[src/design/thmc_pkg.sv]
// shared constants, types and segment tables for the heat colormap
`default_nettype none
package thmc_pkg;

    localparam int TEMP_W    = 16;
    localparam int GLOW_W    = 8;
    localparam int CH_W      = 8;
    localparam int N_CH      = 4;
    localparam int D_W       = 11;
    localparam int NUM_W     = 19;
    localparam int RCP_SHIFT = 24;
    localparam int RCP_W     = 20;
    localparam int PROD_W    = NUM_W + RCP_W;
    localparam int SEG_W     = 3;
    localparam int ALPHA_P_W = CH_W + GLOW_W;
    localparam int P_EXT_W   = 2 * ALPHA_P_W;

    // channel order inside an rgba word
    localparam int CH_R = 0;
    localparam int CH_G = 1;
    localparam int CH_B = 2;
    localparam int CH_A = 3;

    localparam logic [SEG_W-1:0] SEG_COLD   = 3'd0;
    localparam logic [SEG_W-1:0] SEG_ICE    = 3'd1;
    localparam logic [SEG_W-1:0] SEG_WHITE  = 3'd2;
    localparam logic [SEG_W-1:0] SEG_ORANGE = 3'd3;
    localparam logic [SEG_W-1:0] SEG_RED    = 3'd4;
    localparam logic [SEG_W-1:0] SEG_YELLOW = 3'd5;

    localparam logic [TEMP_W-1:0] T_ICE    = 16'd273;
    localparam logic [TEMP_W-1:0] T_WHITE  = 16'd293;
    localparam logic [TEMP_W-1:0] T_ORANGE = 16'd323;
    localparam logic [TEMP_W-1:0] T_RED    = 16'd800;
    localparam logic [TEMP_W-1:0] T_YELLOW = 16'd1500;
    localparam logic [TEMP_W-1:0] T_SAT    = 16'd3000;

    localparam int SPAN_COLD   = 273;
    localparam int SPAN_ICE    = 20;
    localparam int SPAN_WHITE  = 30;
    localparam int SPAN_ORANGE = 477;
    localparam int SPAN_RED    = 700;
    localparam int SPAN_YELLOW = 1500;

    localparam int RCP_COLD   = (1 << RCP_SHIFT) / SPAN_COLD;
    localparam int RCP_ICE    = (1 << RCP_SHIFT) / SPAN_ICE;
    localparam int RCP_WHITE  = (1 << RCP_SHIFT) / SPAN_WHITE;
    localparam int RCP_ORANGE = (1 << RCP_SHIFT) / SPAN_ORANGE;
    localparam int RCP_RED    = (1 << RCP_SHIFT) / SPAN_RED;
    localparam int RCP_YELLOW = (1 << RCP_SHIFT) / SPAN_YELLOW;

    typedef logic [N_CH-1:0][CH_W-1:0]  t_rgba;
    typedef logic [N_CH-1:0][NUM_W-1:0] t_num;

    function automatic t_rgba mk_rgba(input int r, input int g, input int b, input int a);
        t_rgba res;
        res[CH_R] = CH_W'(r);
        res[CH_G] = CH_W'(g);
        res[CH_B] = CH_W'(b);
        res[CH_A] = CH_W'(a);
        return res;
    endfunction

    function automatic t_rgba seg_start(input logic [SEG_W-1:0] seg);
        t_rgba res;
        case (seg)
            SEG_COLD:   res = mk_rgba(0, 50, 150, 150);
            SEG_ICE:    res = mk_rgba(0, 121, 241, 100);
            SEG_WHITE:  res = mk_rgba(255, 255, 255, 0);
            SEG_ORANGE: res = mk_rgba(255, 100, 0, 100);
            SEG_RED:    res = mk_rgba(255, 0, 0, 180);
            SEG_YELLOW: res = mk_rgba(255, 255, 100, 220);
            default:    res = mk_rgba(0, 0, 0, 0);
        endcase
        return res;
    endfunction

    function automatic t_rgba seg_end(input logic [SEG_W-1:0] seg);
        t_rgba res;
        case (seg)
            SEG_COLD:   res = mk_rgba(0, 121, 241, 100);
            SEG_ICE:    res = mk_rgba(255, 255, 255, 0);
            SEG_WHITE:  res = mk_rgba(200, 100, 0, 50);
            SEG_ORANGE: res = mk_rgba(255, 0, 0, 180);
            SEG_RED:    res = mk_rgba(255, 255, 100, 220);
            SEG_YELLOW: res = mk_rgba(255, 255, 255, 255);
            default:    res = mk_rgba(0, 0, 0, 0);
        endcase
        return res;
    endfunction

    function automatic logic [D_W-1:0] seg_span(input logic [SEG_W-1:0] seg);
        logic [D_W-1:0] res;
        case (seg)
            SEG_COLD:   res = D_W'(SPAN_COLD);
            SEG_ICE:    res = D_W'(SPAN_ICE);
            SEG_WHITE:  res = D_W'(SPAN_WHITE);
            SEG_ORANGE: res = D_W'(SPAN_ORANGE);
            SEG_RED:    res = D_W'(SPAN_RED);
            SEG_YELLOW: res = D_W'(SPAN_YELLOW);
            default:    res = D_W'(SPAN_YELLOW);
        endcase
        return res;
    endfunction

    // floor(2^RCP_SHIFT / span), estimate is at most one low
    function automatic logic [RCP_W-1:0] seg_recip(input logic [SEG_W-1:0] seg);
        logic [RCP_W-1:0] res;
        case (seg)
            SEG_COLD:   res = RCP_W'(RCP_COLD);
            SEG_ICE:    res = RCP_W'(RCP_ICE);
            SEG_WHITE:  res = RCP_W'(RCP_WHITE);
            SEG_ORANGE: res = RCP_W'(RCP_ORANGE);
            SEG_RED:    res = RCP_W'(RCP_RED);
            SEG_YELLOW: res = RCP_W'(RCP_YELLOW);
            default:    res = RCP_W'(RCP_YELLOW);
        endcase
        return res;
    endfunction

endpackage
`default_nettype wire

[src/design/thmc_alpha.sv]
// alpha glow scaling: product stage, then divide by 255 into the output register
`default_nettype none
module thmc_alpha
    import thmc_pkg::*;
(
    input  wire logic              i_clk,
    input  wire logic              i_rst_n,
    input  wire logic              i_valid,
    output logic                   o_ready,
    input  wire t_rgba             i_rgba,
    input  wire logic [GLOW_W-1:0] i_glow,
    output logic                   o_valid,
    input  wire logic              i_ready,
    output t_rgba                  o_rgba
);
    logic                 r_p_valid;
    t_rgba                r_p_rgb;
    logic [ALPHA_P_W-1:0] r_p_prod;
    logic                 r_o_valid;
    t_rgba                r_o_rgba, n_o_rgba;
    logic                 w_en_p, w_en_o;

    assign w_en_o  = !r_o_valid || i_ready;
    assign w_en_p  = !r_p_valid || w_en_o;
    assign o_ready = w_en_p;

    // p/255 via p*257 >> 16, estimate at most one low
    always_comb begin
        logic [P_EXT_W-1:0]   ext;
        logic [CH_W-1:0]      q0;
        logic [ALPHA_P_W-1:0] rem;
        ext = P_EXT_W'(r_p_prod) + (P_EXT_W'(r_p_prod) << CH_W);
        q0  = ext[ALPHA_P_W +: CH_W];
        rem = r_p_prod - ((ALPHA_P_W'(q0) << CH_W) - ALPHA_P_W'(q0));
        n_o_rgba = r_p_rgb;
        if (rem >= ALPHA_P_W'(255)) begin
            n_o_rgba[CH_A] = q0 + CH_W'(1);
        end else begin
            n_o_rgba[CH_A] = q0;
        end
    end

    always_ff @(posedge i_clk) begin
        if (!i_rst_n) begin
            r_p_valid <= 1'b0;
            r_o_valid <= 1'b0;
        end else begin
            if (w_en_p) begin
                r_p_valid <= i_valid;
            end
            if (w_en_o) begin
                r_o_valid <= r_p_valid;
            end
        end
    end

    always_ff @(posedge i_clk) begin
        if (w_en_p && i_valid) begin
            r_p_rgb  <= i_rgba;
            r_p_prod <= ALPHA_P_W'(i_rgba[CH_A]) * ALPHA_P_W'(i_glow);
        end
        if (w_en_o && r_p_valid) begin
            r_o_rgba <= n_o_rgba;
        end
    end

    assign o_valid = r_o_valid;
    assign o_rgba  = r_o_rgba;
endmodule
`default_nettype wire
[config.mk]
export PLATFORM = sky130hd
export DESIGN_NAME = thmc_alpha
export DESIGN_NICKNAME = d
export VERILOG_FILES = /design/src/design/thmc_pkg.sv /design/src/design/thmc_alpha.sv
export SDC_FILE = /design/constraint.sdc
export NUM_CORES = 1
export LEC_CHECK = 0
export BUFFER_PORTS_ARGS = -buffer_cell sky130_fd_sc_hd__buf_2
export CORE_ASPECT_RATIO = 0.7
export CORE_MARGIN = 2
export CORE_UTILIZATION = 35
export CTS_CLUSTER_DIAMETER = 60
export DETAILED_ROUTE_END_ITERATION = 8
export PLACE_DENSITY_LB_ADDON = 0.3
export SYNTH_ARGS = -nofsm -noshare
export SYNTH_HDL_FRONTEND = slang
export SYNTH_SLANG_ARGS = --single-unit
[constraint.sdc]
create_clock -name i_clk -period 9 [get_ports i_clk]
set_input_delay 1.8 -clock i_clk [delete_from_list [all_inputs] [get_ports i_clk]]
set_output_delay 1.8 -clock i_clk [all_outputs]
set_load 0.02 [all_outputs]
==> results of run 1 <==
-- power groups by stage --
stage | clock network (uW) | logic (uW) | registers, uW
after floorplan | 0 | 1160 | 525
after global placement | 0 | 1430 | 515
after detailed placement | 0 | 1480 | 519
after CTS | 359 | 1500 | 512
after global routing | 374 | 1690 | 519
final | 349 | 1500 | 511
-- synth_stat cells, types with 2 or more instances --
master,number,area share (%)
o21a_1,5,0.65
and2_1,38,4.1
nand3_1,8,0.70
a21oi_1,22,1.9
mux2_4,2,0.52
a21o_1,4,0.52
ha_1,71,15
edfxtp_1,72,38
o21ai_0,14,1.2
nand3b_1,2,0.26
or3_1,3,0.33
buf_2,2,0.17
nand4_1,3,0.33
nand2b_1,5,0.54
a311oi_1,5,0.76
xnor2_2,2,0.57
xnor2_1,26,4.0
mux2i_1,3,0.52
inv_1,83,5.4
fa_1,36,13
or2_2,2,0.22
nor3_1,5,0.44
xor2_1,7,1.1
dfxtp_1,2,0.70
o211ai_1,2,0.26
and3_1,6,0.65
nor3b_1,2,0.26
nor2b_1,7,0.76
a21boi_0,2,0.26
nand2_1,40,2.6
nor2_1,11,0.72
o41ai_1,2,0.30
a31oi_1,3,0.33
-- stage by stage --
step	cell area, sq um	total power (uW)	std cells	util [%]	hold WS [ns]
floorplan	5750	1680	516	-	0.400
global placement	6410	1950	816	39.6	0.400
detailed placement	6410	2000	816	39.6	0.405
CTS	6710	2370	832	41.4	0.416
global route	6710	2580	832	41.4	0.423
finish	6710	2360	832	41.4	0.416
-- worst max-delay path by stage --
stage,from,end,slack (ns),depth (start not counted)
after floorplan,i_rgba[25],r_p_prod[15]$_DFFE_PP_,3.27,15
after global placement,i_rgba[25],r_p_prod[15]$_DFFE_PP_,2.93,16
after detailed placement,i_rgba[25],r_p_prod[15]$_DFFE_PP_,2.76,16
after CTS,i_rgba[25],r_p_prod[15]$_DFFE_PP_,3.11,16
after global routing,i_rgba[25],r_p_prod[15]$_DFFE_PP_,2.94,16
final,i_rgba[25],r_p_prod[15]$_DFFE_PP_,3.12,16
-- flip-flops by register name (all words and copies together) (netlist names) --
register,cells
o_rgba,32
r_p_prod,16
n_o_rgba,24
r_p_valid,1
o_valid,1
-- routing by layer --
layer  GRT usage [%]  vias up
met5               0        -
met2            21.3       78
met3            2.38       12
met1            20.4     1845
li1                -     1939
met4            3.76        0
-- area by class of cell --
| type | count | area, sq um | area share, % |
|---|---|---|---|
| Tap cell | 225 | 282 | 4.20 |
| Inverter | 83 | 312 | 4.64 |
| Multi-Input combinational cell | 355 | 3220 | 48.0 |
| Clock inverter | 6 | 66.3 | 0.989 |
| Timing Repair Buffer | 79 | 400 | 5.97 |
| Sequential cell | 74 | 2200 | 32.8 |
| Clock buffer | 10 | 229 | 3.41 |
-- cells by family after synthesis --
logic type               share of synthesized area [%]
AND/OR/NAND/NOR                                   12.6
adder cells (fa/ha/maj)                           28.0
buffers and inverters                             5.79
flip-flops                                        38.3
AO/OA/AOI/OAI                                     8.36
XOR/XNOR                                          5.88
multiplexers                                      1.04
-- worst max-delay path: stages --
cell and delay, ns:
buf_2 0.14, and2_1 0.18, fa_1 0.48, fa_1 0.55, inv_1 0.05, fa_1 0.46, fa_1 0.54, inv_1 0.04
ha_1 0.32, o21ai_0 0.12, a21boi_0 0.15, o21ai_0 0.28, a21oi_1 0.14, a41o_1 0.28, o41ai_1 0.30, xnor2_1 0.11
==> impl_metrics.ini, run 1 <==
[clock_tree]
cts.sinks = 74
post_cts_buffers = 0
cts_hold_buf = 0
cts_tree = done
path_clk_slew_ns = 0.06
clk_latency_ns = 0.33
root_buffer = clkbuf_16
h-tree-depth = 3
cts_resized = 0
cts_max_path_buffers = 2
cts_buffers = 9

[synthesis]
synthFlopType = edfxtp_1
synth.avg_cell_area_sq_um = 11.1
synth_nets = 667
async_flop_share_pct = 0
yosysWarnings = 0
ys_types = 52
synth_edf_count = 72
netlist_area_sq_um = 5750
ys_seq_area_share_pct = 38.3
ys_ff_latch = 74
synthCells = 516

[layout]
fillers = 1579
diodes = 0
area_growth_pct = 16.7
nNetsFinal = 753
final_common_cell = inv_1
drive_gt1_share_pct = 17.5
mostFrequentLayoutCells = inv_1 (83), buf_2 (77), edfxtp_1 (72), ha_1 (71), nand2_1 (40)

[setup_path]
cp-end-kind = flop
criticalPathCategory = in -> reg
worstRegToRegCells = 18
regToRegSetupSlack_ns = 3.85
cp.arrival_ns = 5.95
reg2reg_from = r_p_prod[12]$_DFFE_PP_
cp.required_ns = 9.07
start_kind = input port
worstPathMaxFanout = 8
timing.rr.end = o_rgba[25]$_DFFE_PP_

[drt]
vias = 3874
antenna_left = 0
route.met3.wl_microns = 363
dr.pass1.iters = 4
wl_met2_microns = 5180
viasPerCell = 4.66
post-route-drc-count = 0
top_layer_used = met4
detail_route.wl_per_cell_microns = 14.0
drt-met1-wl_microns = 5990
drt_iter0_markers = 187
drt_wl_total_microns = 11700

[power]
power_frac_seq_pct = 21.7
cellPowerDensity_nw_per_um2 = 352
internal-power_uw = 1340
switching_power_uw = 1020
switching_share_pct = 43.2
peakVddDrop_v = 0.000173
clkPwrFrac_pct = 14.8
cellLeakagePower_uw = 0.00305
combinationalPowerShare_pct = 63.5

[timing]
min_period_ns = 5.88
setup_viol = 0
fin_setup_tns_ns = 0
fin_worst_skew_ns = 0.00734
tightest_slew_ns = 0.504
final-hold-violation-count = 0
finalCritPeriodShare_pct = 65.4
slew_violations = 0
max_freq_ghz = 0.170
worst_slack_ns = 3.12
rsz0062_at_grt = false
slew_headroom_pct = 66.1

[placed_design]
post-place-ws_ns = 2.76
place.gp.congestion = 0.912
hpwlAfterDp_microns = 9640
port_buffers = 77

[min_path]
hp-class = reg -> reg
hold_end = o_rgba[15]$_DFFE_PP_
hold_depth = 0
min_from = n_o_rgba[15]$_DFFE_PP_

[die]
ioPinCount = 78
die_area_sq_um = 17500
num_rows = 39
initial_core_util_pct = 35.5
die_w_microns = 157
core_area_sq_um = 16200
die_h_microns = 111

[global_route]
grt_max_degree = 41
grt_pass1_vias = 3911
grt_use_total_pct = 13.9
antenna_found_initial = 0
grt-ovfl-total = 0
grt_pass1_wl_microns = 19300

[run]
max-cap-violations = 0

[status]
status = completed
Note: power is estimated with default switching activity, not from simulation.
==> inputs of run 2 (changes only) <==
clock period = 5.7 ns   (was 9 ns; I/O delays follow)
==> impl_metrics.ini, run 2 (synthesis gave the netlist of run 1 again) <==
[setup_path]
cp-end-kind = flop
worstRegToRegCells = 18
reg2reg_from = r_p_prod[10]$_DFFE_PP_
regToRegSetupSlack_ns = 0.53
start_kind = input port
cp_top_family = adder cells
crit_chain = buf_2 > and2_1 > fa_1 > fa_1 > inv_1 > fa_1 > fa_1 > inv_1 > ha_1 > o21ai_0 > a21boi_0 > o21ai_0 > a21oi_1 > a41o_1 > o41ai_1 > xnor2_1
cp.required_ns = 5.76
critPathMaxStageDelay_ns = 0.55
crit_start = i_rgba[25]
crit_path_top_delay_cell = fa_1
criticalPathCategory = in -> reg
worstPathMaxFanout = 8
cp_num_buf_inv = 3
worst_path_most_repeated_cell = fa_1
cp.arrival_ns = 5.31
timing.rr.end = o_rgba[25]$_DFFE_PP_

[placed_design]
place.gp.congestion = 0.912
hpwlAfterDp_microns = 9630
port_buffers = 77
post-place-ws_ns = 0.118

[clock_tree]
path_clk_slew_ns = 0.06
cts_max_path_buffers = 2
post_cts_buffers = 0
cts_buffers = 9
cts_hold_buf = 0
root_buffer = clkbuf_16
cts_resized = 0
clk_latency_ns = 0.33
h-tree-depth = 3
cts_tree = done
cts.sinks = 74

[die]
num_rows = 39
core_area_sq_um = 16200
initial_core_util_pct = 35.5
die_area_sq_um = 17500
die_w_microns = 157
die_h_microns = 111
ioPinCount = 78

[power]
cellPowerDensity_nw_per_um2 = 566
switching_power_uw = 1620
clkPwrFrac_pct = 16.6
power_frac_seq_pct = 21.1
peakVddDrop_v = 0.000243
internal-power_uw = 2210
combinationalPowerShare_pct = 62.3
cellLeakagePower_uw = 0.00308
switching_share_pct = 42.3

[min_path]
hold_depth = 0
hold_end = o_rgba[20]$_DFFE_PP_
min_from = n_o_rgba[20]$_DFFE_PP_
hp-class = reg -> reg

[drt]
antenna_left = 0
drt_iter0_markers = 186
post-route-drc-count = 0
dr.pass1.iters = 4
detail_route.wl_per_cell_microns = 14.0
vias = 3898
viasPerCell = 4.69
drt_wl_total_microns = 11600

[timing]
worst_slack_ns = 0.448
rsz0062_at_grt = false
slew_violations = 0
min_period_ns = 5.25
tightest_slew_ns = 0.528
slew_headroom_pct = 64.5
setup_viol = 0
finalCritPeriodShare_pct = 92.1
final-hold-violation-count = 0
max_freq_ghz = 0.190
fin_setup_tns_ns = 0
fin_worst_skew_ns = 0.00895

[layout]
fillers = 1555
drive_gt1_share_pct = 17.5
mostFrequentLayoutCells = inv_1 (83), buf_2 (77), edfxtp_1 (72), ha_1 (71), nand2_1 (40)
diodes = 0
nNetsFinal = 753
final_common_cell = inv_1
area_growth_pct = 17.5
largest_reg_flops = 32

[global_route]
grt_pass1_vias = 3908
antenna_found_initial = 0
grt_use_total_pct = 13.7
grt_pass1_wl_microns = 19100
grt-ovfl-total = 0
grt_max_degree = 41

[status]
status = completed

[run]
max-cap-violations = 0
[run 2: worst max-delay path by stage]
stage | cells past startpoint | to
2_1_floorplan | 15 | r_p_prod[15]$_DFFE_PP_
3_3_place_gp | 16 | r_p_prod[15]$_DFFE_PP_
3_5_place_dp | 16 | r_p_prod[15]$_DFFE_PP_
4_1_cts | 16 | r_p_prod[15]$_DFFE_PP_
5_1_grt | 18 | o_rgba[25]$_DFFE_PP_
6_report | 16 | r_p_prod[15]$_DFFE_PP_
[run 2: per-layer routing]
metal	vias to the layer above	wire [microns]	global-route usage, %
met5	-	0	0
met3	14	449	2.19
met2	95	5050	20.9
met1	1846	5990	20.2
met4	0	132	3.58
li1	1943	-	-
[run 2: layout make-up]
| type | count | area, sq um | area share (%) |
|---|---|---|---|
| clock buffers | 10 | 229 | 3.39 |
| clock inverters | 6 | 113 | 1.67 |
| inverters | 83 | 312 | 4.61 |
| multi-input cells | 355 | 3220 | 47.6 |
| flip-flops and latches | 74 | 2200 | 32.6 |
| well taps | 225 | 282 | 4.17 |
| repair buffers | 79 | 400 | 5.93 |
[run 2: power by group through the flow]
stage	sequential, uW	combinational [uW]	clock [uW]
5_1_grt	818	2660	668
4_1_cts	807	2370	646
3_3_place_gp	813	2260	0
3_5_place_dp	819	2340	0
2_1_floorplan	829	1830	0
6_report	807	2390	634
[run 2: per-stage QoR]
step                      cells  total power (uW)  hold WS, ns  utilization, %  area [sq um]
final                       832              3830        0.410            41.7          6750
after CTS                   832              3820        0.414            41.7          6750
after detailed placement    816              3160        0.405            39.6          6410
after global placement      816              3080        0.400            39.6          6410
after floorplan             516              2660        0.400               -          5750
after global routing        832              4140        0.420            41.7          6750
