<file path="src/design/thmc_pkg.sv">
// shared constants, types and segment tables for the heat colormap
`default_nettype none
package thmc_pkg;

    localparam int TEMP_W    = 16;
    localparam int GLOW_W    = 8;
    localparam int CH_W      = 8;
    localparam int N_CH      = 4;
    localparam int D_W       = 11;
    localparam int NUM_W     = 19;
    localparam int RCP_SHIFT = 24;
    localparam int RCP_W     = 20;
    localparam int PROD_W    = NUM_W + RCP_W;
    localparam int SEG_W     = 3;
    localparam int ALPHA_P_W = CH_W + GLOW_W;
    localparam int P_EXT_W   = 2 * ALPHA_P_W;

    // channel order inside an rgba word
    localparam int CH_R = 0;
    localparam int CH_G = 1;
    localparam int CH_B = 2;
    localparam int CH_A = 3;

    localparam logic [SEG_W-1:0] SEG_COLD   = 3'd0;
    localparam logic [SEG_W-1:0] SEG_ICE    = 3'd1;
    localparam logic [SEG_W-1:0] SEG_WHITE  = 3'd2;
    localparam logic [SEG_W-1:0] SEG_ORANGE = 3'd3;
    localparam logic [SEG_W-1:0] SEG_RED    = 3'd4;
    localparam logic [SEG_W-1:0] SEG_YELLOW = 3'd5;

    localparam logic [TEMP_W-1:0] T_ICE    = 16'd273;
    localparam logic [TEMP_W-1:0] T_WHITE  = 16'd293;
    localparam logic [TEMP_W-1:0] T_ORANGE = 16'd323;
    localparam logic [TEMP_W-1:0] T_RED    = 16'd800;
    localparam logic [TEMP_W-1:0] T_YELLOW = 16'd1500;
    localparam logic [TEMP_W-1:0] T_SAT    = 16'd3000;

    localparam int SPAN_COLD   = 273;
    localparam int SPAN_ICE    = 20;
    localparam int SPAN_WHITE  = 30;
    localparam int SPAN_ORANGE = 477;
    localparam int SPAN_RED    = 700;
    localparam int SPAN_YELLOW = 1500;

    localparam int RCP_COLD   = (1 << RCP_SHIFT) / SPAN_COLD;
    localparam int RCP_ICE    = (1 << RCP_SHIFT) / SPAN_ICE;
    localparam int RCP_WHITE  = (1 << RCP_SHIFT) / SPAN_WHITE;
    localparam int RCP_ORANGE = (1 << RCP_SHIFT) / SPAN_ORANGE;
    localparam int RCP_RED    = (1 << RCP_SHIFT) / SPAN_RED;
    localparam int RCP_YELLOW = (1 << RCP_SHIFT) / SPAN_YELLOW;

    typedef logic [N_CH-1:0][CH_W-1:0]  t_rgba;
    typedef logic [N_CH-1:0][NUM_W-1:0] t_num;

    function automatic t_rgba mk_rgba(input int r, input int g, input int b, input int a);
        t_rgba res;
        res[CH_R] = CH_W'(r);
        res[CH_G] = CH_W'(g);
        res[CH_B] = CH_W'(b);
        res[CH_A] = CH_W'(a);
        return res;
    endfunction

    function automatic t_rgba seg_start(input logic [SEG_W-1:0] seg);
        t_rgba res;
        case (seg)
            SEG_COLD:   res = mk_rgba(0, 50, 150, 150);
            SEG_ICE:    res = mk_rgba(0, 121, 241, 100);
            SEG_WHITE:  res = mk_rgba(255, 255, 255, 0);
            SEG_ORANGE: res = mk_rgba(255, 100, 0, 100);
            SEG_RED:    res = mk_rgba(255, 0, 0, 180);
            SEG_YELLOW: res = mk_rgba(255, 255, 100, 220);
            default:    res = mk_rgba(0, 0, 0, 0);
        endcase
        return res;
    endfunction

    function automatic t_rgba seg_end(input logic [SEG_W-1:0] seg);
        t_rgba res;
        case (seg)
            SEG_COLD:   res = mk_rgba(0, 121, 241, 100);
            SEG_ICE:    res = mk_rgba(255, 255, 255, 0);
            SEG_WHITE:  res = mk_rgba(200, 100, 0, 50);
            SEG_ORANGE: res = mk_rgba(255, 0, 0, 180);
            SEG_RED:    res = mk_rgba(255, 255, 100, 220);
            SEG_YELLOW: res = mk_rgba(255, 255, 255, 255);
            default:    res = mk_rgba(0, 0, 0, 0);
        endcase
        return res;
    endfunction

    function automatic logic [D_W-1:0] seg_span(input logic [SEG_W-1:0] seg);
        logic [D_W-1:0] res;
        case (seg)
            SEG_COLD:   res = D_W'(SPAN_COLD);
            SEG_ICE:    res = D_W'(SPAN_ICE);
            SEG_WHITE:  res = D_W'(SPAN_WHITE);
            SEG_ORANGE: res = D_W'(SPAN_ORANGE);
            SEG_RED:    res = D_W'(SPAN_RED);
            SEG_YELLOW: res = D_W'(SPAN_YELLOW);
            default:    res = D_W'(SPAN_YELLOW);
        endcase
        return res;
    endfunction

    // floor(2^RCP_SHIFT / span), estimate is at most one low
    function automatic logic [RCP_W-1:0] seg_recip(input logic [SEG_W-1:0] seg);
        logic [RCP_W-1:0] res;
        case (seg)
            SEG_COLD:   res = RCP_W'(RCP_COLD);
            SEG_ICE:    res = RCP_W'(RCP_ICE);
            SEG_WHITE:  res = RCP_W'(RCP_WHITE);
            SEG_ORANGE: res = RCP_W'(RCP_ORANGE);
            SEG_RED:    res = RCP_W'(RCP_RED);
            SEG_YELLOW: res = RCP_W'(RCP_YELLOW);
            default:    res = RCP_W'(RCP_YELLOW);
        endcase
        return res;
    endfunction

endpackage
`default_nettype wire

</file>
<file path="src/design/thmc_seg.sv">
// segment decode and in-segment offset, one register stage
`default_nettype none
module thmc_seg
    import thmc_pkg::*;
(
    input  wire logic              i_clk,
    input  wire logic              i_rst_n,
    input  wire logic              i_valid,
    output logic                   o_ready,
    input  wire logic [TEMP_W-1:0] i_temperature,
    input  wire logic [GLOW_W-1:0] i_glow,
    output logic                   o_valid,
    input  wire logic              i_ready,
    output logic [SEG_W-1:0]       o_seg,
    output logic [D_W-1:0]         o_d,
    output logic [GLOW_W-1:0]      o_glow
);
    logic              r_valid;
    logic [SEG_W-1:0]  r_seg,  n_seg;
    logic [D_W-1:0]    r_d,    n_d;
    logic [GLOW_W-1:0] r_glow;
    logic [TEMP_W-1:0] w_off;
    logic              w_en;

    assign w_en    = !r_valid || i_ready;
    assign o_ready = w_en;

    always_comb begin
        if (i_temperature < T_ICE) begin
            n_seg = SEG_COLD;
            w_off = i_temperature;
        end else if (i_temperature < T_WHITE) begin
            n_seg = SEG_ICE;
            w_off = i_temperature - T_ICE;
        end else if (i_temperature < T_ORANGE) begin
            n_seg = SEG_WHITE;
            w_off = i_temperature - T_WHITE;
        end else if (i_temperature < T_RED) begin
            n_seg = SEG_ORANGE;
            w_off = i_temperature - T_ORANGE;
        end else if (i_temperature < T_YELLOW) begin
            n_seg = SEG_RED;
            w_off = i_temperature - T_RED;
        end else begin
            n_seg = SEG_YELLOW;
            // offset saturates at the full span
            if (i_temperature >= T_SAT) begin
                w_off = T_SAT - T_YELLOW;
            end else begin
                w_off = i_temperature - T_YELLOW;
            end
        end
        n_d = w_off[D_W-1:0];
    end

    always_ff @(posedge i_clk) begin
        if (!i_rst_n) begin
            r_valid <= 1'b0;
        end else if (w_en) begin
            r_valid <= i_valid;
        end
    end

    always_ff @(posedge i_clk) begin
        if (w_en && i_valid) begin
            r_seg  <= n_seg;
            r_d    <= n_d;
            r_glow <= i_glow;
        end
    end

    assign o_valid = r_valid;
    assign o_seg   = r_seg;
    assign o_d     = r_d;
    assign o_glow  = r_glow;
endmodule
`default_nettype wire

</file>
<file path="config.mk">
export PLATFORM = sky130hd
export DESIGN_NAME = thmc_seg
export DESIGN_NICKNAME = d
export VERILOG_FILES = /design/src/design/thmc_pkg.sv /design/src/design/thmc_seg.sv
export SDC_FILE = /design/constraint.sdc
export NUM_CORES = 1
export LEC_CHECK = 0
export BUFFER_PORTS_ARGS = -buffer_cell sky130_fd_sc_hd__buf_2
export CAP_MARGIN = 10
export CORE_MARGIN = 4
export CORE_UTILIZATION = 55
export CTS_BUF_LIST = sky130_fd_sc_hd__clkbuf_16
export DETAILED_ROUTE_END_ITERATION = 8
export PLACE_DENSITY = 0.83
export SLEW_MARGIN = 20
export SYNTH_ARGS = -nofsm -noshare
export SYNTH_HDL_FRONTEND = slang
export SYNTH_SLANG_ARGS = --single-unit
</file>
<file path="constraint.sdc">
create_clock -name i_clk -period 4.6 [get_ports i_clk]
set_input_delay 0 -clock i_clk [delete_from_list [all_inputs] [get_ports i_clk]]
set_output_delay 0 -clock i_clk [all_outputs]
set_load 0.01 [all_outputs]
</file>
==> results of run 1 <==
critical path, cell delays in order:
cell and delay [ns]:
buf_2 0.10, nor4_1 0.36, nand2_1 0.14, a21oi_1 0.67, clkinv_1 0.48, a21oi_1 0.27
a21oi_1 0.08, o311ai_0 0.34
stage by stage:
step / util, % / instance area (µm²)
global route: 69.59 / 2322
global placement: 64.23 / 2143
floorplan: - / 1903
finish: 69.59 / 2322
CTS: 69.59 / 2322
detailed placement: 64.23 / 2143
state kept, by name, indices dropped and copies added, names as in the netlist:
signal	flops
o_d	11
o_glow	8
o_seg	3
o_valid	1
layout by cell type (no fill, tap or decap), types with 2 or more instances in the layout:
cell type,instances
a211o_1,3
a211oi_1,2
a21boi_0,2
a21o_1,3
a21oi_1,14
a221oi_1,2
a22oi_1,3
a31oi_1,4
and2_1,3
and3_1,3
buf_2,51
clkbuf_16,3
dlygate4sd3_1,10
edfxtp_1,22
ha_1,9
inv_1,11
nand2_1,12
nand2b_1,4
nand3_1,8
nor2_1,15
nor2b_1,3
nor3_1,2
nor4_1,2
o211ai_1,2
o21ai_0,17
o221ai_1,2
o2bb2ai_1,2
o311ai_0,4
o31ai_1,5
or2_2,2
or3_1,3
xnor2_1,8
xor2_1,2
how the worst max path moves through the flow:
stage	from	to	slack [ns]	cells after the start
3_3_place_gp	i_temperature[12]	o_d[6]	2.07	7
5_1_grt	i_temperature[12]	o_d[2]	1.88	8
3_5_place_dp	i_temperature[12]	o_d[6]	2.05	7
2_1_floorplan	i_temperature[3]	o_d[4]	2.34	11
6_report	i_temperature[12]	o_d[2]	2.18	8
4_1_cts	i_temperature[12]	o_d[6]	2.32	7
layer usage:
metal | part of all wire, % | vias up | wire, µm
met4 | 2.4 | 0 | 123
li1 | - | 919 | -
met2 | 46 | 107 | 2379
met1 | 42 | 890 | 2168
met3 | 8.9 | 12 | 457
met5 | 0 | - | 0
logic make-up (layout without fill, tap and decap cells):
logic type | Yosys count | after routing | synth area share [%]
XOR/XNOR | 10 | 10 | 4.603
adder cells (fa/ha/maj) | 9 | 9 | 5.917
AND/OR/NAND/NOR | 62 | 62 | 17.29
multiplexers | 1 | 1 | 0.5260
AO/OA/AOI/OAI | 81 | 81 | 29.92
flip-flops | 23 | 23 | 35.77
buffers and inverters | 27 | 76 | 5.983
final cells by class:
| cell class | count | share of cell area, % |
|---|---|---|
| Multi-Input combinational cell | 163 | 47.74 |
| Clock buffer | 3 | 3.233 |
| Clock inverter | 1 | 0.1616 |
| Inverter | 11 | 1.778 |
| Sequential cell | 23 | 29.31 |
| Timing Repair Buffer | 61 | 15.30 |
| Tap cell | 46 | 2.478 |
power groups by stage:
stage / sequential, mW / clock, mW / combinational [mW]
after floorplan: 0.254 / 0 / 0.0632
after global placement: 0.248 / 0 / 0.105
after detailed placement: 0.248 / 0 / 0.105
after CTS: 0.244 / 0.184 / 0.112
after global routing: 0.245 / 0.189 / 0.126
final: 0.244 / 0.180 / 0.114
==> results.cfg, run 1 <==
[clocking]
cts_buffers = 3
clock_path_buffers = 2
clock_sinks = 23
clkTransAtPathRegs_ns = 0.05
cts-root-buf = clkbuf_16
postCtsSetupRepairBufs = 0
cts_tree = built
clock_latency_ns = 0.25
cts_max_level = 1
cts_resized = 0
hold_buffers = 10

[sta]
finalHoldViolCount = 0
fin_skew_ns = 0.0008000
rsz0062_at_grt = false
fmax_mhz = 412.5
worstMarginPinSlew_ns = 0.9200
slew_headroom_pct = 38.66
period_needed_ns = 2.425
fin_tns_setup_ns = 0
setup_slack_ns = 2.175
slew_violations = 0
period_share_pct = 52.71
whs_ns = 0.1731
final-setup-viol-count = 0

[power]
pwr-share-seq_pct = 45.3
p_sw_share_pct = 25.05
pwr_density_cell_nw_per_um2 = 231.9
switchingPower_mw = 0.1349
intPower_mw = 0.4036
pwr-share-comb_pct = 21.3
p_total_mw = 0.5385
max-vdd-ir-drop_uv = 140.9
power_frac_clock_pct = 33.4
p_leak_nw = 0.8914

[status]
status = complete, no violations

[cells_and_area]
layout.cells.non_filler = 308
diodes = 0
multi_input_area_um2 = 1109
fillers = 273
layout-drive-gt1-share_pct = 22.90
syn_to_final_growth_pct = 22.03
register_area_um2 = 680.7
fin_nets = 300

[die]
start_util_pct = 57.03
rows = 21
die_y_um = 66.82
fp.dieW_um = 66.82
die-area_um2 = 4465
ios = 52
coreArea_um2 = 3337

[route]
drt_pass1_iterations = 4
wl_per_cell_um = 16.65
ant_nets = 0
drt_iter0_drc = 159
routed_wl_um = 5129
avgViaCountPerCell = 6.260
via_count = 1928
drc = 0

[global_route]
grt_pass1_vias = 1747
grt_max_degree = 23
busiest_layer = met2
globalRouteMet1Util_pct = 31.75
antenna_found_initial = 0
grt_pass1_wl_um = 8335
grt-ovfl-total = 0
grtUsageMet2_pct = 39.36
grtUsageMet3_pct = 3.373
grt.total_usage_pct = 24.47

[yosys]
synthMostInstantiatedCell = edfxtp_1
synth_common_cells = edfxtp_1 (22), o21ai_0 (17), nor2_1 (15)
synth-seq-area-share_pct = 35.77
synth_top_cell_area_share_pct = 34.71
avgSynthCellArea_um2 = 8.935
ys_warn_count = 0
synthesis.nets = 250
ys_ff_latch = 23
synth_edf_count = 22
syn-cell-area_um2 = 1903
synthCells = 213
yosys-top-cells-area = edfxtp_1 (35%), ha_1 (5.9%), o21ai_0 (4.5%)
synth_cell_types = 58
ys.flop_type = edfxtp_1
synthArstFlopShare_pct = 0
synth_top_area_cell = edfxtp_1

[worst_hold_path]
holdCritStartpoint = i_temperature[0]
holdPathEnd = o_d[0]
hp-class = input pin to flip-flop
holdPathStages = 3

[critical_path]
r2r_slack_ns = 3.07
worstReg2RegEnd = o_d[3]
start_kind = input pin
worstSetupPathType = input pin to flip-flop
r2r_start = o_valid
end_kind = flip-flop
arrival_ns = 2.45
cp.required_ns = 4.63
worstPathMaxFanout = 12
r2r_cells = 2

[placed_design]
dpl.cell_count = 294
pre_cts_ws_ns = 2.052
port_buffers = 51
place.gp.congestion = 1.047
dp_hpwl_um = 3654

[run]
drv_cap = 0
Note: power is estimated with default switching activity, not from simulation.
==> run 2, diff against run 1 <==
- CORE_UTILIZATION: 55 -> 48
- PLACE_DENSITY: 0.83 -> 0.77
- clock period: 4.6 -> 2.2 ns (I/O delays scaled with it)
==> run 2 against run 1 <==
  * Flip-flop and latch count unchanged
  * Global-route usage down 2.6 points
  * Clock skew up 0.0025 ns
  * Register-to-register slack worse by 2.0 ns
  * Wire length up 9.7%
  * Final cell count up 10%
  * Critical path type unchanged
  * Largest power group unchanged
  * Final area up 11%
  * Combinational power up 140%
  * Clock power up 110%
==> results.cfg, run 2 (synthesis gave the netlist of run 1 again) <==
[power]
p_leak_nw = 1.048
p_total_mw = 1.160
max-vdd-ir-drop_uv = 279.5
pwr_density_cell_nw_per_um2 = 449.5

[critical_path]
worstPathMaxFanout = 8
worstSetupPathType = input pin to flip-flop
start_kind = input pin
end_kind = flip-flop
cp.required_ns = 2.20
arrival_ns = 2.03

[global_route]
grt_pass1_wl_um = 8804
antenna_found_initial = 0
grt_max_degree = 23
grt.total_usage_pct = 21.84
grt-ovfl-total = 0
grt_pass1_vias = 1792

[cells_and_area]
layout-drive-gt1-share_pct = 31.16
fin_nets = 330
syn_to_final_growth_pct = 35.63
final_cell_mix = buf_2 (51), buf_4 (29), edfxtp_1 (22)
fillers = 305
final_common_cell = buf_2
fin_area_um2 = 2581
diodes = 0
largest_reg_flops = 11

[die]
rows = 22
ios = 52
fp.dieW_um = 70.97
die_y_um = 70.97
start_util_pct = 50.84
coreArea_um2 = 3744
die-area_um2 = 5036

[route]
via_count = 2004
avgViaCountPerCell = 5.894
wl_per_cell_um = 16.55
drt_iter0_drc = 159
drt_pass1_iterations = 4
routed_wl_um = 5627
drc = 0
ant_nets = 0

[sta]
worstMarginPinSlew_ns = 0.5639
period_share_pct = 92.46
finalHoldViolCount = 0
period_needed_ns = 2.034
slew_headroom_pct = 61.43
final-setup-viol-count = 0
rsz0062_at_grt = false
fmax_mhz = 491.6
slew_violations = 0
fin_skew_ns = 0.003302

[clocking]
cts_max_level = 1
clock_sinks = 23
hold_buffers = 9
cts-root-buf = clkbuf_16
clock_latency_ns = 0.25
cts_tree = built
postCtsSetupRepairBufs = 0
clkTransAtPathRegs_ns = 0.06
cts_buffers = 3
clock_path_buffers = 2
cts_resized = 0

[run]
drv_cap = 0

[placed_design]
dp_hpwl_um = 4346
port_buffers = 51
place_area_um2 = 2412
place.gp.congestion = 0.9480

[status]
status = complete, no violations

[worst_hold_path]
hp-class = input pin to flip-flop
run 2: area by class of cell:
cell class,instances,area [µm²],area share (%)
Sequential cell,23,680.7,26.37
Clock inverter,1,3.754,0.1454
Multi-Input combinational cell,163,1117,43.29
Timing Repair Buffer,91,603.1,23.36
Inverter,11,41.29,1.600
Tap cell,48,60.06,2.327
Clock buffer,3,75.07,2.908
run 2: stage by stage:
step	cells	hold slack, ns	TNS (ns)	util, %	worst slack [ns]
final	340	0.02137	0	68.95	0.1658
after global routing	340	0.05099	0	68.95	0.01960
after CTS	340	0.02247	0	68.95	0.1814
after detailed placement	327	0.1784	-0.08023	64.44	-0.08023
after global placement	327	0.1765	-0.02601	64.44	-0.02601
after floorplan	213	0.09887	0	-	0.003387
run 2: worst max-delay path, cell delays in order:
cell and delay, ns:
buf_2 0.14, or2_2 0.33, o31ai_1 0.34, a221o_1 0.31, nor3_1 0.09, a2111oi_0 0.55
buf_4 0.20, o22ai_1 0.06
run 2: routing by layer:
metal  routed length [µm]  track usage (%)
met1                 2448            28.60
met2                 2546            36.25
met3                  455            2.699
met4                  176            9.186
met5                    0                0
run 2: worst paths after layout:
check	start	endpoint	slack, ns	cells after the start
max	i_temperature[1]	o_d[9]	0.17	8
min	i_valid	o_valid	0.02	3
max reg2reg	o_valid	o_seg[1]	1.06	3
min reg2reg	o_valid	o_valid	0.53	2
run 2: report_power, final:
part	total, mW	internal [mW]	switching [mW]	leakage [nW]
Clock	0.373	0.242	0.131	0.0423
Sequential	0.510	0.504	0.00524	0.207
Combinational	0.278	0.126	0.152	0.799
==> run 3, diff against run 2 <==
- clock period: 2.2 -> 1.8 ns (I/O delays scaled with it)
==> run 3 against run 2 <==
  * The run now ends with setup timing left
  * Global-route usage is 3.7 points higher
  * First-iteration DRC count rose by 33%
  * Sequential share of layout area shrank 2.8 points
  * Core utilization up 8.3 points
==> results.cfg, run 3 (synthesis gave the netlist of run 1 again) <==
[power]
pwr_density_cell_nw_per_um2 = 514.7
p_leak_nw = 1.233
max-vdd-ir-drop_uv = 310.5

[sta]
period_needed_ns = 1.809
fmax_mhz = 552.8
final-setup-viol-count = 1
fin_tns_setup_ns = -0.009022
rsz0062_at_grt = true
slew_violations = 0
setup_slack_ns = -0.009022
slew_headroom_pct = 62.67
finalHoldViolCount = 0
period_share_pct = 100.5
fin_skew_ns = 0.002994
worstMarginPinSlew_ns = 0.5541
whs_ns = 0.006510

[cells_and_area]
largest_reg_flops = 11
final_cell_mix = buf_4 (71), buf_2 (51), edfxtp_1 (22)
diodes = 0
final_util_pct = 77.27
final_common_cell = buf_4
layout-drive-gt1-share_pct = 42.90
syn_to_final_growth_pct = 52.01
fin_nets = 369

[die]
fp.dieW_um = 70.97
die-area_um2 = 5036
rows = 22
coreArea_um2 = 3744
ios = 52
start_util_pct = 50.84
die_y_um = 70.97

[route]
routed_wl_um = 6535
wl_per_cell_um = 17.24
ant_nets = 0
drt_iter0_drc = 211
wl_met2_um = 3106
dr.max_layer_used = met4
drc = 0
met1_length_um = 2734
via_count = 2217
drt_pass1_iterations = 4
wl_met3_um = 544
avgViaCountPerCell = 5.850

[clocking]
cts-root-buf = clkbuf_16
clock_path_buffers = 2
cts_max_level = 1
cts_buffers = 3
clock_sinks = 23
clkTransAtPathRegs_ns = 0.05
clock_latency_ns = 0.25
cts_tree = built

[status]
violations = setup timing
status = finished, violations left

[global_route]
grt.total_usage_pct = 25.58
grt_pass1_wl_um = 10360
antenna_found_initial = 0
grt_max_degree = 23
grt_pass1_vias = 2120
grt-ovfl-total = 0

[run]
drv_cap = 0

[worst_hold_path]
hp-class = input pin to flip-flop
holdPathEnd = o_valid
holdCritStartpoint = i_rst_n
holdPathStages = 2

[critical_path]
worstSetupPathType = input pin to flip-flop
arrival_ns = 1.78
start_kind = input pin
r2r_slack_ns = 0.66
r2r_cells = 3
cp.required_ns = 1.77
end_kind = flip-flop
worstReg2RegEnd = o_d[0]
r2r_start = o_valid
worstPathMaxFanout = 4

[placed_design]
dp_hpwl_um = 5220
port_buffers = 51
place.gp.congestion = 1.004
[run 3: changes by cell type in the layout (fill, tap and decap cells not counted), moves of 2 or more]
cell / change
buf_4: +42
o311ai_0: -2
inv_2: +2
inv_1: -2
o21ai_0: -3
o21ai_1: +3
buf_12: -2
o311ai_1: +2
[run 3: layer usage]
layer | track usage, % | up-vias
met2 | 43.77 | 130
met3 | 3.125 | 18
li1 | - | 1054
met5 | 0 | -
met1 | 34.12 | 1015
met4 | 6.681 | 0
[run 3: worst max-delay path by stage]
stage                     slack [ns]               from     end
after global placement         -0.17  i_temperature[12]  o_d[4]
after CTS                       0.04  i_temperature[12]  o_d[4]
after global routing           -0.07   i_temperature[6]  o_d[4]
after detailed placement       -0.28   i_temperature[0]  o_d[2]
after floorplan                -0.16   i_temperature[3]  o_d[4]
final                         -0.009  i_temperature[12]  o_d[4]
[run 3: critical path, stage by stage]
cell and delay, ns:
buf_2 0.10, or4_4 0.55, a221o_1 0.33, or4_1 0.51, a21oi_1 0.19, a311oi_2 0.08
[run 3: power by group]
group,leakage [nW],switching (mW),internal (mW)
sequential,0.207,0.00687,0.616
clock,0.0423,0.162,0.296
combinational,0.984,0.211,0.197
[run 3: metrics by stage]
step	cell area [µm²]	cells	setup slack, ns	power, mW
after floorplan	1973	213	-0.1610	0.8250
after global placement	2710	366	-0.1675	1.005
after detailed placement	2710	366	-0.2766	1.015
after CTS	2874	378	0.04040	1.482
after global routing	2893	379	-0.07229	1.555
final	2893	379	-0.009022	1.489
[run 3: area by class of cell]
cell class | count | area [µm²]
clock buffers | 3 | 75.07
clock inverters | 1 | 3.754
flip-flops and latches | 23 | 680.7
repair buffers | 130 | 868.3
inverters | 11 | 43.79
well taps | 48 | 60.06
multi-input cells | 163 | 1161
fillers | 290 | 850.8
[run 3: what timing repair did]
item | 4_1_cts | 5_1_grt
hold buffers | 8 | 0
buffers inserted | 0 | 1
resized for setup | 1 | 6
endpoints found under the hold margin | 8 | 0
setup endpoints to repair | 1 | 6
pin swaps | 0 | 1
